==> config.mk <==
export PLATFORM = sky130hd
export DESIGN_NAME = matrix_keypad_press_hold_tracker
export DESIGN_NICKNAME = d
export VERILOG_FILES = /design/src/rtl/core/kpht_pkg.sv /design/src/rtl/core/kpht_scan.sv /design/src/rtl/core/kpht_fsm.sv /design/src/rtl/core/matrix_keypad_press_hold_tracker.sv
export VERILOG_INCLUDE_DIRS = /design/src /design/src/rtl/core
export SDC_FILE = /design/constraint.sdc
export NUM_CORES = 1
export LEC_CHECK = 0
export ABC_CLOCK_PERIOD_IN_PS = 5600
export BUFFER_PORTS_ARGS = -buffer_cell sky130_fd_sc_hd__buf_2
export CAP_MARGIN = 20
export CELL_PAD_IN_SITES_DETAIL_PLACEMENT = 0
export CELL_PAD_IN_SITES_GLOBAL_PLACEMENT = 1
export CORE_UTILIZATION = 43
export CTS_BUF_LIST = sky130_fd_sc_hd__clkbuf_16
export DETAILED_ROUTE_END_ITERATION = 8
export PLACE_DENSITY_LB_ADDON = 0.1
export SKIP_CTS_REPAIR_TIMING = 1
export SLEW_MARGIN = 20
export SYNTH_ARGS = -nofsm -noshare
export SYNTH_HDL_FRONTEND = slang
export SYNTH_HIERARCHICAL = 1
export SYNTH_SLANG_ARGS = --single-unit
==> constraint.sdc <==
create_clock -name i_clk -period 5.6 [get_ports i_clk]
set_input_delay 0.56 -clock i_clk [delete_from_list [all_inputs] [get_ports i_clk]]
set_output_delay 0.56 -clock i_clk [all_outputs]
set_load 0.02 [all_outputs]
==> src/rtl/core/matrix_keypad_press_hold_tracker_assert.svh <==
// Assertion macros used by the keypad tracker state machine (kpht_fsm).
`ifndef MATRIX_KEYPAD_PRESS_HOLD_TRACKER_ASSERT_SVH
`define MATRIX_KEYPAD_PRESS_HOLD_TRACKER_ASSERT_SVH

`ifndef SYNTHESIS

`define KPHT_ASSERT(lbl, clk, rst_n, prop) \
    lbl: assert property (@(posedge clk) disable iff (!rst_n) prop) \
        else $error("keypad tracker assertion failed");

`define KPHT_ASSERT_STEP(lbl, clk, rst_n, trig, prop) \
    lbl: assert property (@(posedge clk) disable iff (!rst_n) (trig) |=> (prop)) \
        else $error("keypad tracker step assertion failed");

`else

`define KPHT_ASSERT(lbl, clk, rst_n, prop)

`define KPHT_ASSERT_STEP(lbl, clk, rst_n, trig, prop)

`endif

`endif

==> src/rtl/core/kpht_pkg.sv <==
package kpht_pkg;

    localparam int MATRIX_W   = 16;
    localparam int ROW_STRIDE = 4;
    localparam int ROW_MAX    = 4;
    localparam int COL_MAX    = 4;
    localparam int POS_W      = 4;
    localparam int KEY_W      = 8;
    localparam int KEYMAP_W   = 64;
    localparam int CFG_W      = 64;
    localparam int CFG_IDX_W  = 2;
    localparam int HOLD_W     = 16;
    localparam int TICK_W     = 13;

    localparam logic [TICK_W-1:0] TICKS_MAX    = 13'd8191;
    localparam logic [TICK_W-1:0] HOLD_DEFAULT = 13'd50;

    // floor(x / 10) == (x * 52429) >> 19 for every 16-bit x
    localparam int               HOLD_PROD_W = 33;
    localparam logic [16:0]      HOLD_RECIP  = 17'd52429;
    localparam int               HOLD_SHIFT  = 19;

    localparam logic [CFG_IDX_W-1:0] CFG_KEYMAP_LOW  = 2'd0;
    localparam logic [CFG_IDX_W-1:0] CFG_KEYMAP_HIGH = 2'd1;
    localparam logic [CFG_IDX_W-1:0] CFG_HOLD_TIME   = 2'd2;

    typedef enum logic [1:0] {
        ST_IDLE     = 2'd0,
        ST_PRESSED  = 2'd1,
        ST_HOLD     = 2'd2,
        ST_RELEASED = 2'd3
    } t_key_state;

    typedef struct packed {
        logic [KEY_W-1:0] new_key;
        t_key_state       key_state;
        logic [KEY_W-1:0] held_key;
        logic [KEY_W-1:0] released_key;
    } t_result;

endpackage

==> src/rtl/core/kpht_scan.sv <==
module kpht_scan #(
    parameter int ROW_COUNT = 4,
    parameter int COL_COUNT = 4
) (
    input  logic [kpht_pkg::MATRIX_W-1:0]   i_matrix,
    input  logic [kpht_pkg::KEYMAP_W-1:0]   i_keymap_low,
    input  logic [kpht_pkg::KEYMAP_W-1:0]   i_keymap_high,
    output logic [kpht_pkg::KEY_W-1:0]      o_key
);

    logic [kpht_pkg::MATRIX_W-1:0]     w_enable;
    logic [kpht_pkg::MATRIX_W-1:0]     w_masked;
    logic [2*kpht_pkg::KEYMAP_W-1:0]   w_keymap;
    logic [kpht_pkg::POS_W-1:0]        w_pos;
    logic                              w_hit;

    for (genvar r = 0; r < kpht_pkg::ROW_MAX; r++) begin : g_row
        for (genvar c = 0; c < kpht_pkg::COL_MAX; c++) begin : g_col
            assign w_enable[r*kpht_pkg::ROW_STRIDE + c] = (r < ROW_COUNT) && (c < COL_COUNT);
        end
    end

    assign w_masked = i_matrix & w_enable;
    assign w_keymap = {i_keymap_high, i_keymap_low};

    // lowest set position wins
    always_comb begin
        w_hit = 1'b0;
        w_pos = '0;
        for (int p = kpht_pkg::MATRIX_W - 1; p >= 0; p--) begin
            if (w_masked[p]) begin
                w_hit = 1'b1;
                w_pos = kpht_pkg::POS_W'(p);
            end
        end
    end

    assign o_key = w_hit ? w_keymap[w_pos*kpht_pkg::KEY_W +: kpht_pkg::KEY_W] : '0;

endmodule

==> src/rtl/core/kpht_fsm.sv <==
`include "matrix_keypad_press_hold_tracker_assert.svh"

module kpht_fsm (
    input  logic                            i_clk,
    input  logic                            i_rst_n,
    input  logic                            i_step,
    input  logic [kpht_pkg::KEY_W-1:0]      i_key,
    input  logic [kpht_pkg::TICK_W-1:0]     i_hold_ticks,
    output kpht_pkg::t_result               o_result
);

    kpht_pkg::t_key_state             r_state,    n_state;
    logic [kpht_pkg::KEY_W-1:0]       r_tracked,  n_tracked;
    logic [kpht_pkg::KEY_W-1:0]       r_released, n_released;
    logic [kpht_pkg::TICK_W-1:0]      r_ticks,    n_ticks;
    logic [kpht_pkg::KEY_W-1:0]       w_new_key;

    always_ff @(posedge i_clk) begin
        if (!i_rst_n) begin
            r_state    <= kpht_pkg::ST_IDLE;
            r_tracked  <= '0;
            r_released <= '0;
            r_ticks    <= '0;
        end else if (i_step) begin
            r_state    <= n_state;
            r_tracked  <= n_tracked;
            r_released <= n_released;
            r_ticks    <= n_ticks;
        end
    end

    always_comb begin
        if (r_state == kpht_pkg::ST_IDLE && i_key != '0) begin
            n_ticks = '0;
        end else if (r_ticks < kpht_pkg::TICKS_MAX) begin
            n_ticks = r_ticks + 1'b1;
        end else begin
            n_ticks = r_ticks;
        end

        n_state = r_state;
        case (r_state)
            kpht_pkg::ST_IDLE: begin
                if (i_key != '0) begin
                    n_state = kpht_pkg::ST_PRESSED;
                end
            end
            kpht_pkg::ST_PRESSED: begin
                if (i_key == r_tracked) begin
                    if (n_ticks >= i_hold_ticks) begin
                        n_state = kpht_pkg::ST_HOLD;
                    end
                end else if (i_key == '0) begin
                    n_state = kpht_pkg::ST_RELEASED;
                end
            end
            kpht_pkg::ST_HOLD: begin
                if (i_key != r_tracked) begin
                    n_state = kpht_pkg::ST_RELEASED;
                end
            end
            default: begin
                n_state = kpht_pkg::ST_IDLE;
            end
        endcase
    end

    always_comb begin
        n_tracked  = r_tracked;
        n_released = r_released;
        w_new_key  = '0;
        case (r_state)
            kpht_pkg::ST_IDLE: begin
                if (i_key != '0) begin
                    n_tracked = i_key;
                    w_new_key = i_key;
                end
            end
            kpht_pkg::ST_PRESSED: begin
                if (i_key != r_tracked && i_key == '0) begin
                    n_released = r_tracked;
                end
            end
            kpht_pkg::ST_HOLD: begin
                if (i_key != r_tracked) begin
                    n_released = r_tracked;
                end
            end
            default: begin
                n_tracked = '0;
            end
        endcase
    end

    assign o_result.new_key      = w_new_key;
    assign o_result.key_state    = n_state;
    assign o_result.held_key     = n_tracked;
    assign o_result.released_key = n_released;

    `KPHT_ASSERT(a_tracked_when_down, i_clk, i_rst_n,
        (r_state == kpht_pkg::ST_PRESSED || r_state == kpht_pkg::ST_HOLD) |-> r_tracked != '0)
    `KPHT_ASSERT_STEP(a_idle_exit, i_clk, i_rst_n, i_step && r_state == kpht_pkg::ST_IDLE,
        r_state == kpht_pkg::ST_IDLE || r_state == kpht_pkg::ST_PRESSED)
    `KPHT_ASSERT_STEP(a_release_clears, i_clk, i_rst_n, i_step && r_state == kpht_pkg::ST_RELEASED,
        r_state == kpht_pkg::ST_IDLE && r_tracked == '0)
    `KPHT_ASSERT_STEP(a_hold_without_step, i_clk, i_rst_n, !i_step,
        $stable(r_state) && $stable(r_ticks) && $stable(r_released))

endmodule

==> src/rtl/core/matrix_keypad_press_hold_tracker.sv <==
// Keypad press/hold tracker.
// Input channel (i_in_valid / o_in_ready) takes one scan request per tick: a
// 16-bit snapshot of the key matrix, bit row*4+col high for a closed key.
// The first closed key in row-major order is translated through the keymap
// registers, and a four-state machine (idle, pressed, hold, released) is
// advanced once per request.
// Output channel (o_out_valid / i_out_ready) returns one result per request:
// the new key on an idle-to-pressed step, the state, the tracked key, the
// last released key and a key-down flag.
// From accept to result valid, the input register takes the request, then
// the scan, keymap select and state update load the result register.
// Throughput is one request per cycle while the receiver takes results.
// When the receiver stalls, one result waits in the result register and one
// more request is still taken into the input register; after that o_in_ready
// drops until the result is taken.
// Configuration writes take effect at the write edge; the hold threshold is
// hold_time_ms / 10, computed once when that register is written.
// Reset clears the state machine, the pipeline and the keymap, and sets the
// hold time to 500.
module matrix_keypad_press_hold_tracker #(
    parameter int ROW_COUNT = 4,
    parameter int COL_COUNT = 4
) (
    input  logic                               i_clk,
    input  logic                               i_rst_n,
    input  logic                               i_cfg_we,
    input  logic [kpht_pkg::CFG_IDX_W-1:0]     i_cfg_index,
    input  logic [kpht_pkg::CFG_W-1:0]         i_cfg_data,
    input  logic                               i_in_valid,
    output logic                               o_in_ready,
    input  logic [kpht_pkg::MATRIX_W-1:0]      i_key_matrix,
    output logic                               o_out_valid,
    input  logic                               i_out_ready,
    output logic [kpht_pkg::KEY_W-1:0]         o_new_key,
    output logic [1:0]                         o_key_state,
    output logic [kpht_pkg::KEY_W-1:0]         o_held_key,
    output logic [kpht_pkg::KEY_W-1:0]         o_released_key,
    output logic                               o_key_down
);

    logic [kpht_pkg::KEYMAP_W-1:0]     r_keymap_low;
    logic [kpht_pkg::KEYMAP_W-1:0]     r_keymap_high;
    logic [kpht_pkg::TICK_W-1:0]       r_hold_ticks;
    logic [kpht_pkg::HOLD_PROD_W-1:0]  w_hold_prod;

    logic                              r_in_valid;
    logic [kpht_pkg::MATRIX_W-1:0]     r_in_matrix;
    logic                              r_out_valid;
    kpht_pkg::t_result                 r_out;

    logic                              w_advance;
    logic [kpht_pkg::KEY_W-1:0]        w_key;
    kpht_pkg::t_result                 w_result;

    assign w_hold_prod = kpht_pkg::HOLD_PROD_W'(i_cfg_data[kpht_pkg::HOLD_W-1:0])
                       * kpht_pkg::HOLD_PROD_W'(kpht_pkg::HOLD_RECIP);

    always_ff @(posedge i_clk) begin
        if (!i_rst_n) begin
            r_keymap_low  <= '0;
            r_keymap_high <= '0;
            r_hold_ticks  <= kpht_pkg::HOLD_DEFAULT;
        end else if (i_cfg_we) begin
            case (i_cfg_index)
                kpht_pkg::CFG_KEYMAP_LOW:  r_keymap_low  <= i_cfg_data;
                kpht_pkg::CFG_KEYMAP_HIGH: r_keymap_high <= i_cfg_data;
                kpht_pkg::CFG_HOLD_TIME: begin
                    r_hold_ticks <= w_hold_prod[kpht_pkg::HOLD_SHIFT +: kpht_pkg::TICK_W];
                end
                default: ;
            endcase
        end
    end

    assign w_advance  = r_in_valid && (!r_out_valid || i_out_ready);
    assign o_in_ready = !r_in_valid || w_advance;

    always_ff @(posedge i_clk) begin
        if (!i_rst_n) begin
            r_in_valid <= 1'b0;
        end else if (i_in_valid && o_in_ready) begin
            r_in_valid <= 1'b1;
        end else if (w_advance) begin
            r_in_valid <= 1'b0;
        end
    end

    always_ff @(posedge i_clk) begin
        if (i_in_valid && o_in_ready) begin
            r_in_matrix <= i_key_matrix;
        end
    end

    kpht_scan #(
        .ROW_COUNT (ROW_COUNT),
        .COL_COUNT (COL_COUNT)
    ) u_scan (
        .i_matrix      (r_in_matrix),
        .i_keymap_low  (r_keymap_low),
        .i_keymap_high (r_keymap_high),
        .o_key         (w_key)
    );

    kpht_fsm u_fsm (
        .i_clk        (i_clk),
        .i_rst_n      (i_rst_n),
        .i_step       (w_advance),
        .i_key        (w_key),
        .i_hold_ticks (r_hold_ticks),
        .o_result     (w_result)
    );

    always_ff @(posedge i_clk) begin
        if (!i_rst_n) begin
            r_out_valid <= 1'b0;
        end else if (w_advance) begin
            r_out_valid <= 1'b1;
        end else if (i_out_ready) begin
            r_out_valid <= 1'b0;
        end
    end

    always_ff @(posedge i_clk) begin
        if (w_advance) begin
            r_out <= w_result;
        end
    end

    assign o_out_valid    = r_out_valid;
    assign o_new_key      = r_out.new_key;
    assign o_key_state    = r_out.key_state;
    assign o_held_key     = r_out.held_key;
    assign o_released_key = r_out.released_key;
    assign o_key_down     = (r_out.key_state == kpht_pkg::ST_PRESSED)
                         || (r_out.key_state == kpht_pkg::ST_HOLD);

endmodule
==> run metrics, run 1 <==
status completed; Worst R2R End o_key_state[1]; Tmin final roughly 5.4 ns; CTS tree yes; ys flop type dfxtp_1; total vias in the final route 11860; first-pass GRT wire length between 60000 and 70000 µm; Setup Skew around 0.031 ns; Reg2Reg Depth 18; largest net degree at the start of global routing between 100 and 150; Final setup viols 0; Cell Rows 67; Clk Latency, worst-skew pair approximately 0.54 ns; fill count 3320; DRC violation total after the first TritonRoute iteration roughly 610; final net count 2108; mapped cell area 14780 µm²; CP Class reg -> reg; HPWL after DPL 30570 µm; aggregate routed wire length 40370 µm; Synth area leaders dfxtp_1, ha_1, fa_1; Power Internal 0.004168 W; gpl congestion 0.9501; period utilisation layout 95.73%; Die Area 35130 µm²; worst hold path depth 1; Clk pin slew, worst setup/hold paths 0.06 ns; # IOs 116; placed insts 2212; Vias/cell approximately 5.2; Post-synth EDFFs between 40 and 50; Worst Setup End Kind flip-flop; syn nets 1946; ys async rst share 0%; port bufs 115; Placed Area around 16000 µm²; initial antenna violation count 0; vias in the first global route roughly 12000; Synth cell types 81; fin cells 2259; hold endpoint r_in_matrix[7]; Post-Place Worst Slack -0.1489 ns; mean cell area of the mapped netlist 9.070 µm²; die height 187.4 µm; Final Hold Viols 0; Area Overhead vs Synth 16.60%; CP arrival 5.66 ns; worst vdd ir approximately 0.00027 V; switching share of power 38.12%; worst setup margin roughly 0.24 ns; HP Class in -> reg; post-synth top area share 23.56%; CTS buffer count 25; layout cells sized above 1 16.34%; Sink Count 216; final instance area 17240 µm²; worst endpoint required time 5.90 ns; CORE AREA 33700 µm²; worst-case clock buffer depth 3; CTS HTree Levels 1; drt drc 0; Slew Limit Fails 0; die width 187.4 µm; worst min-delay path startpoint i_key_matrix[7]; RSZ-0062 raised after global routing no; Clk pwr share 25.7%; type of origin of the critical path flip-flop; initial core utilization ~44%; WL/cell 17.87 µm; combinational fraction of design power ~49%; total track usage 23.16%; TritonRoute pass-1 iters 5; part of the Yosys area used for sequential elements 32.09%; pwr dens approximately 390 nW/µm²; Pleak 7.509 nW; setup tns final 0 ns; maximum clock rate 0.1865 GHz; Syn Inst Count around 1600; Tightest Pin Transition between 1 and 1.5 ns; Seq pwr share 25.3%; Slew HR 25.27%; antenna cell count 0; root buf cell clkbuf_16; post-route ant nets 0; area leader, netlist dfxtp_1; GRT overflow 0; Switching Power between 0.002 and 0.003 W; Synth warnings 6; FF+latch count, synth between 200 and 250; Worst Path Max Fanout 10; FF-to-FF Start r_in_matrix[10]; Reg2Reg Setup Slack 0.24 ns; total of max-cap violations 0
==> sequential cells by signal, summed over array words and instances, names as in the netlist <==
register	cells
r_hold_ticks	13
r_keymap_low	64
r_keymap_high	64
o_key_state	2
u_fsm/r_released	8
o_out_valid	1
r_in_valid	1
u_fsm/r_state	2
u_fsm/r_tracked	8
o_released_key	8
r_in_matrix	16
o_held_key	8
o_new_key	8
u_fsm/r_ticks	13
==> power groups by stage <==
stage / clock, W / sequential (W) / combinational [W]
2_1_floorplan: 0 / 0.00174 / 0.00227
3_3_place_gp: 0 / 0.00174 / 0.00325
3_5_place_dp: 0 / 0.00174 / 0.00328
4_1_cts: 0.00177 / 0.00171 / 0.00332
5_1_grt: 0.00183 / 0.00172 / 0.00378
6_report: 0.00173 / 0.00171 / 0.00330
==> cell usage in the layout (no fill, tap or decap), types with 16 or more instances in the layout <==
cell	Yosys	layout
ha_1	150	150
nand2_1	325	325
mux2i_1	17	17
clkbuf_16	0	25
dfxtp_1	174	174
nand3_1	35	35
nor2_1	54	52
a22o_1	16	16
inv_1	163	168
edfxtp_1	42	42
and2_1	17	17
fa_1	79	79
xor2_1	19	19
a21oi_1	48	48
and3_1	25	25
buf_4	2	93
a21boi_0	129	129
o21ai_0	40	40
buf_2	9	114
==> routing by layer <==
layer | up-vias | global-route usage, % | routed length [µm]
met2 | 236 | 37.25 | 18400
met1 | 5643 | 32.81 | 19460
li1 | 5916 | - | -
met5 | - | 0 | 0
met4 | 0 | 6.285 | 1044
met3 | 64 | 2.777 | 1469
==> through the flow <==
step	util [%]	total power [W]	hold slack, ns
global placement	48.44	0.004992	0.4512
CTS	51.03	0.006787	0.1684
detailed placement	48.44	0.005023	0.4550
floorplan	-	0.004013	0.4390
global route	51.15	0.007325	0.1652
finish	51.15	0.006736	0.1892
==> Yosys cell counts, types with 4 or more instances <==
cell type    n
a2111oi_0    6
a211oi_1     8
a21boi_0   129
a21o_1      13
a21oi_1     48
a221oi_1     7
a22o_1      16
a22oi_1      9
a31oi_1     14
a32o_1       8
and2_1      17
and3_1      25
buf_1        6
buf_2        9
clkbuf_1    54
dfxtp_1    174
edfxtp_1    42
fa_1        79
ha_1       150
inv_1      163
mux2_2       6
mux2i_1     17
mux4_2       6
nand2_1    325
nand3_1     35
nand4_1      7
nor2_1      54
nor2b_1     11
nor3_1      12
o211ai_1    10
o21a_1       5
o21ai_0     40
o21ai_1      6
o21ai_2      4
o31ai_1     10
or3_1        6
xnor2_1     14
xor2_1      19
==> kinds of logic (layout without fill, tap and decap cells) <==
kind of cell / after synthesis / count (layout) / share of synthesized area (%)
mux: 29 / 29 / 2.522
buf+inv: 237 / 418 / 6.322
compound gates: 363 / 363 / 17.76
fa+ha+maj: 229 / 229 / 23.39
flops: 216 / 216 / 32.09
simple gates: 523 / 523 / 15.96
xor+xnor: 33 / 33 / 1.955
==> cell type report <==
type	count	area (µm²)	share of cell area (%)
multi-input cells	1177	9149	53.07
flip-flops and latches	216	4745	27.52
repair buffers	209	1300	7.542
clock buffers	25	625.6	3.629
inverters	163	611.8	3.549
well taps	448	560.5	3.252
clock inverters	21	246.5	1.430
==> how the worst max path moves through the flow <==
stage / to / start / slack [ns] / cells after the start
final: o_key_state[1] / r_in_matrix[10] / 0.24 / 18
after floorplan: r_hold_ticks[9] / i_cfg_data[4] / 0.18 / 19
after CTS: o_key_state[1] / r_in_matrix[10] / 0.09 / 20
after global placement: r_hold_ticks[9] / i_cfg_data[4] / -0.08 / 19
after global routing: o_key_state[1] / r_in_matrix[10] / 0.006 / 22
after detailed placement: r_hold_ticks[9] / i_cfg_data[4] / -0.15 / 19
==> critical path, stage by stage, from the launching register on <==
cell and delay (ns):
edfxtp_1 0.43, or4_4 0.57, o21ai_2 0.25, nand2_2 0.25
a2111oi_0 0.51, o21ai_0 0.32, o211ai_1 0.28, o31ai_1 0.17
or4_4 0.55, o21ai_1 0.16, buf_4 0.14, o21ai_0 0.07
a31oi_1 0.26, ha_1 0.30, and4_1 0.20, a311oi_1 0.26
buf_4 0.17, and3_1 0.17, nor2b_1 0.05
Power figures use the tool's default switching activity.
==> run 2, diff against run 1 <==
--- a/config.mk
+++ b/config.mk
@@ -6,12 +6,12 @@
 export SDC_FILE = /design/constraint.sdc
 export NUM_CORES = 1
 export LEC_CHECK = 0
-export ABC_CLOCK_PERIOD_IN_PS = 5600
+export ABC_CLOCK_PERIOD_IN_PS = 6600
 export BUFFER_PORTS_ARGS = -buffer_cell sky130_fd_sc_hd__buf_2
 export CAP_MARGIN = 20
 export CELL_PAD_IN_SITES_DETAIL_PLACEMENT = 0
 export CELL_PAD_IN_SITES_GLOBAL_PLACEMENT = 1
-export CORE_UTILIZATION = 43
+export CORE_UTILIZATION = 50
 export CTS_BUF_LIST = sky130_fd_sc_hd__clkbuf_16
 export DETAILED_ROUTE_END_ITERATION = 8
 export PLACE_DENSITY_LB_ADDON = 0.1
==> constraint.sdc (replaced) <==
create_clock -name i_clk -period 6.6 [get_ports i_clk]
set_input_delay 0.66 -clock i_clk [delete_from_list [all_inputs] [get_ports i_clk]]
set_output_delay 0.66 -clock i_clk [all_outputs]
set_load 0.02 [all_outputs]
==> run 2 against run 1 <==
Routed wire length down 5.0%. Non-clock buffer count decreased by 73. Hold slack better by 0.11 ns. Critical path type unchanged.
==> run metrics, run 2 (same netlist as run 1, synthesis figures left out) <==
Tightest Pin Transition 1.095 ns (-0.02645 ns); die width 174.0 µm (-7.2%); commonest non-fill, non-tap cell in the layout nand2_1; maximum clock rate 0.1657 GHz (-11%); fill count 2690 (-19%); commonest non-fill, non-tap cells in the layout nand2_1, dfxtp_1, inv_1, ha_1, a21boi_0; crit path from r_in_matrix[10]; M1 wire length 18250 µm (-6.2%); Vias/cell 5.479 (+4.4%); total vias in the final route 11630 (-2.0%); Final Hold Viols 0 (unchanged); Switching Power 0.002128 W (-17%); Cell Rows 62 (-7.5%); worst endpoint required time 6.90 ns (+1.00 ns); slowest CP cell or4_4; FF-to-FF Start r_in_matrix[10]; Clk Latency, worst-skew pair 0.54 ns (about the same); vias in the first global route 11330 (-3.5%); RSZ-0062 raised after global routing no; antenna cell count 0 (unchanged); initial core utilization 51.23% (+7.4 points); largest net degree at the start of global routing 127 (-1.6%); Seq pwr share 26.7% (+1.4 points); Clk pwr share 24.6% (-1.1 points); CP Class reg -> reg; post-route ant nets 0 (unchanged); die height 174.0 µm (-7.2%); CP arrival 6.33 ns (+0.67 ns); WL/cell 18.07 µm (+1.1%); HP Class in -> reg; combinational fraction of design power 48.7% (-0.3 points); top sig layer met4; CTS HTree Levels 1 (unchanged); aggregate routed wire length 38340 µm (-5.0%); initial antenna violation count 0 (unchanged); Area Overhead vs Synth 11.50%; met3 WL 1839 µm (+25%); drt drc 0 (unchanged); # IOs 116 (unchanged); period utilisation layout 91.45% (-4.3 points); worst vdd ir 0.0002239 V (-18%); port bufs 115 (unchanged); total track usage 25.53% (+2.4 points); layout cells sized above 1 12.37% (-4.0 points); Worst Setup End Kind flip-flop; switching share of power 39.27% (+1.1 points); worst-case clock buffer depth 3 (unchanged); GRT overflow 0 (unchanged); setup tns final 0 ns (unchanged); CTS buffer count 25 (unchanged); TritonRoute pass-1 iters 4 (-1); Sink Count 216 (unchanged); total of max-cap violations 0 (unchanged); HPWL after DPL 29030 µm (-5.0%); routed wl met2 17570 µm (-4.5%); DRC violation total after the first TritonRoute iteration 787 (+29%); pwr dens 328.8 nW/µm² (-16%); slowest stage delay, CP 0.64 ns (+0.07 ns); Clk pin slew, worst setup/hold paths 0.06 ns (about the same); final net count 2035 (-3.5%); CTS tree yes; gpl congestion 0.8859 (-6.8%); first-pass GRT wire length 61510 µm (-5.1%); worst min-delay path startpoint i_key_matrix[1]; Die Area 30260 µm² (-14%); root buf cell clkbuf_16; Final setup viols 0 (unchanged); CORE AREA 28860 µm² (-14%); Setup Skew 0.02976 ns (-0.001496 ns); Slew HR 27.03% (+1.8 points); Slew Limit Fails 0 (unchanged); Largest regs r_keymap_high x64, r_keymap_low x64, r_in_matrix x16; status completed; Power Internal 0.003292 W (-21%); Tmin final 6.036 ns (+0.6748 ns); type of origin of the critical path flip-flop; Hold WS 0.2992 ns (+0.1101 ns); Pleak 7.108 nW (-5.3%); Worst Path Max Fanout 14 (+4); critical-path cell list or4_4 > o21ai_2 > nand2_2 > buf_4 > a2111oi_0 > o21ai_0 > o211ai_1 > o31ai_1 > or4_4 > o21ai_1 > o21ai_0 > a31oi_1 > ha_1 > and4_1 > a311oi_1 > buf_4 > and3_1 > nor2b_1
[run 2: cell types whose count changed in the layout (fill, tap and decap cells not counted), sizes merged]
cell,previous run,this run
bufinv,5,2
buf,209,136
clkinvlp,3,2
clkinv,7,11
[run 2: power by group through the flow]
stage	clock, W	sequential [W]	combinational (W)
floorplan	0	0.00148	0.00193
detailed placement	0	0.00148	0.00262
finish	0.00133	0.00145	0.00264
global route	0.00142	0.00145	0.00302
global placement	0	0.00148	0.00259
CTS	0.00136	0.00145	0.00265
[run 2: worst max-delay path, delay by kind of cell (launching register included)]
| kind | cells | cell delay (ns) |
|---|---|---|
| fa+ha+maj | 1 | 0.30 |
| buf+inv | 2 | 0.41 |
| simple gates | 6 | 1.93 |
| flops | 1 | 0.42 |
| compound gates | 9 | 2.74 |
[run 2: worst paths after layout]
| check | to | slack (ns) | cells past startpoint |
|---|---|---|---|
| max | o_key_state[1] | 0.56 | 18 |
| max reg2reg | o_key_state[1] | 0.56 | 18 |
| min reg2reg | r_keymap_low[43] | 0.46 | 2 |
| min | r_in_matrix[1] | 0.30 | 1 |
[run 2: per-stage QoR]
step / setup WS (ns) / std cells / total power (W) / cell area, µm² / util, %
floorplan: 1.078 / 1630 / 0.003405 / 14780 / -
global placement: 0.6101 / 2076 / 0.004064 / 15690 / 54.37
detailed placement: 0.5146 / 2076 / 0.004101 / 15690 / 54.37
CTS: 0.6759 / 2122 / 0.005455 / 16480 / 57.12
global route: 0.1605 / 2122 / 0.005887 / 16480 / 57.12
finish: 0.5643 / 2122 / 0.005421 / 16480 / 57.12
[run 2: area by class of cell]
| class | instances | area, µm² | area share (%) |
|---|---|---|---|
| Clock inverter | 21 | 167.7 | 1.017 |
| Inverter | 163 | 611.8 | 3.712 |
| Sequential cell | 216 | 4745 | 28.78 |
| Clock buffer | 25 | 625.6 | 3.795 |
| Timing Repair Buffer | 136 | 735.7 | 4.463 |
| Tap cell | 384 | 480.5 | 2.915 |
| Multi-Input combinational cell | 1177 | 9119 | 55.32 |
[run 2: routing by layer]
layer	vias to the layer above	track usage (%)
li1	5750	-
met1	5548	36.91
met2	292	41.60
met3	37	2.603
met4	0	4.751
met5	-	0
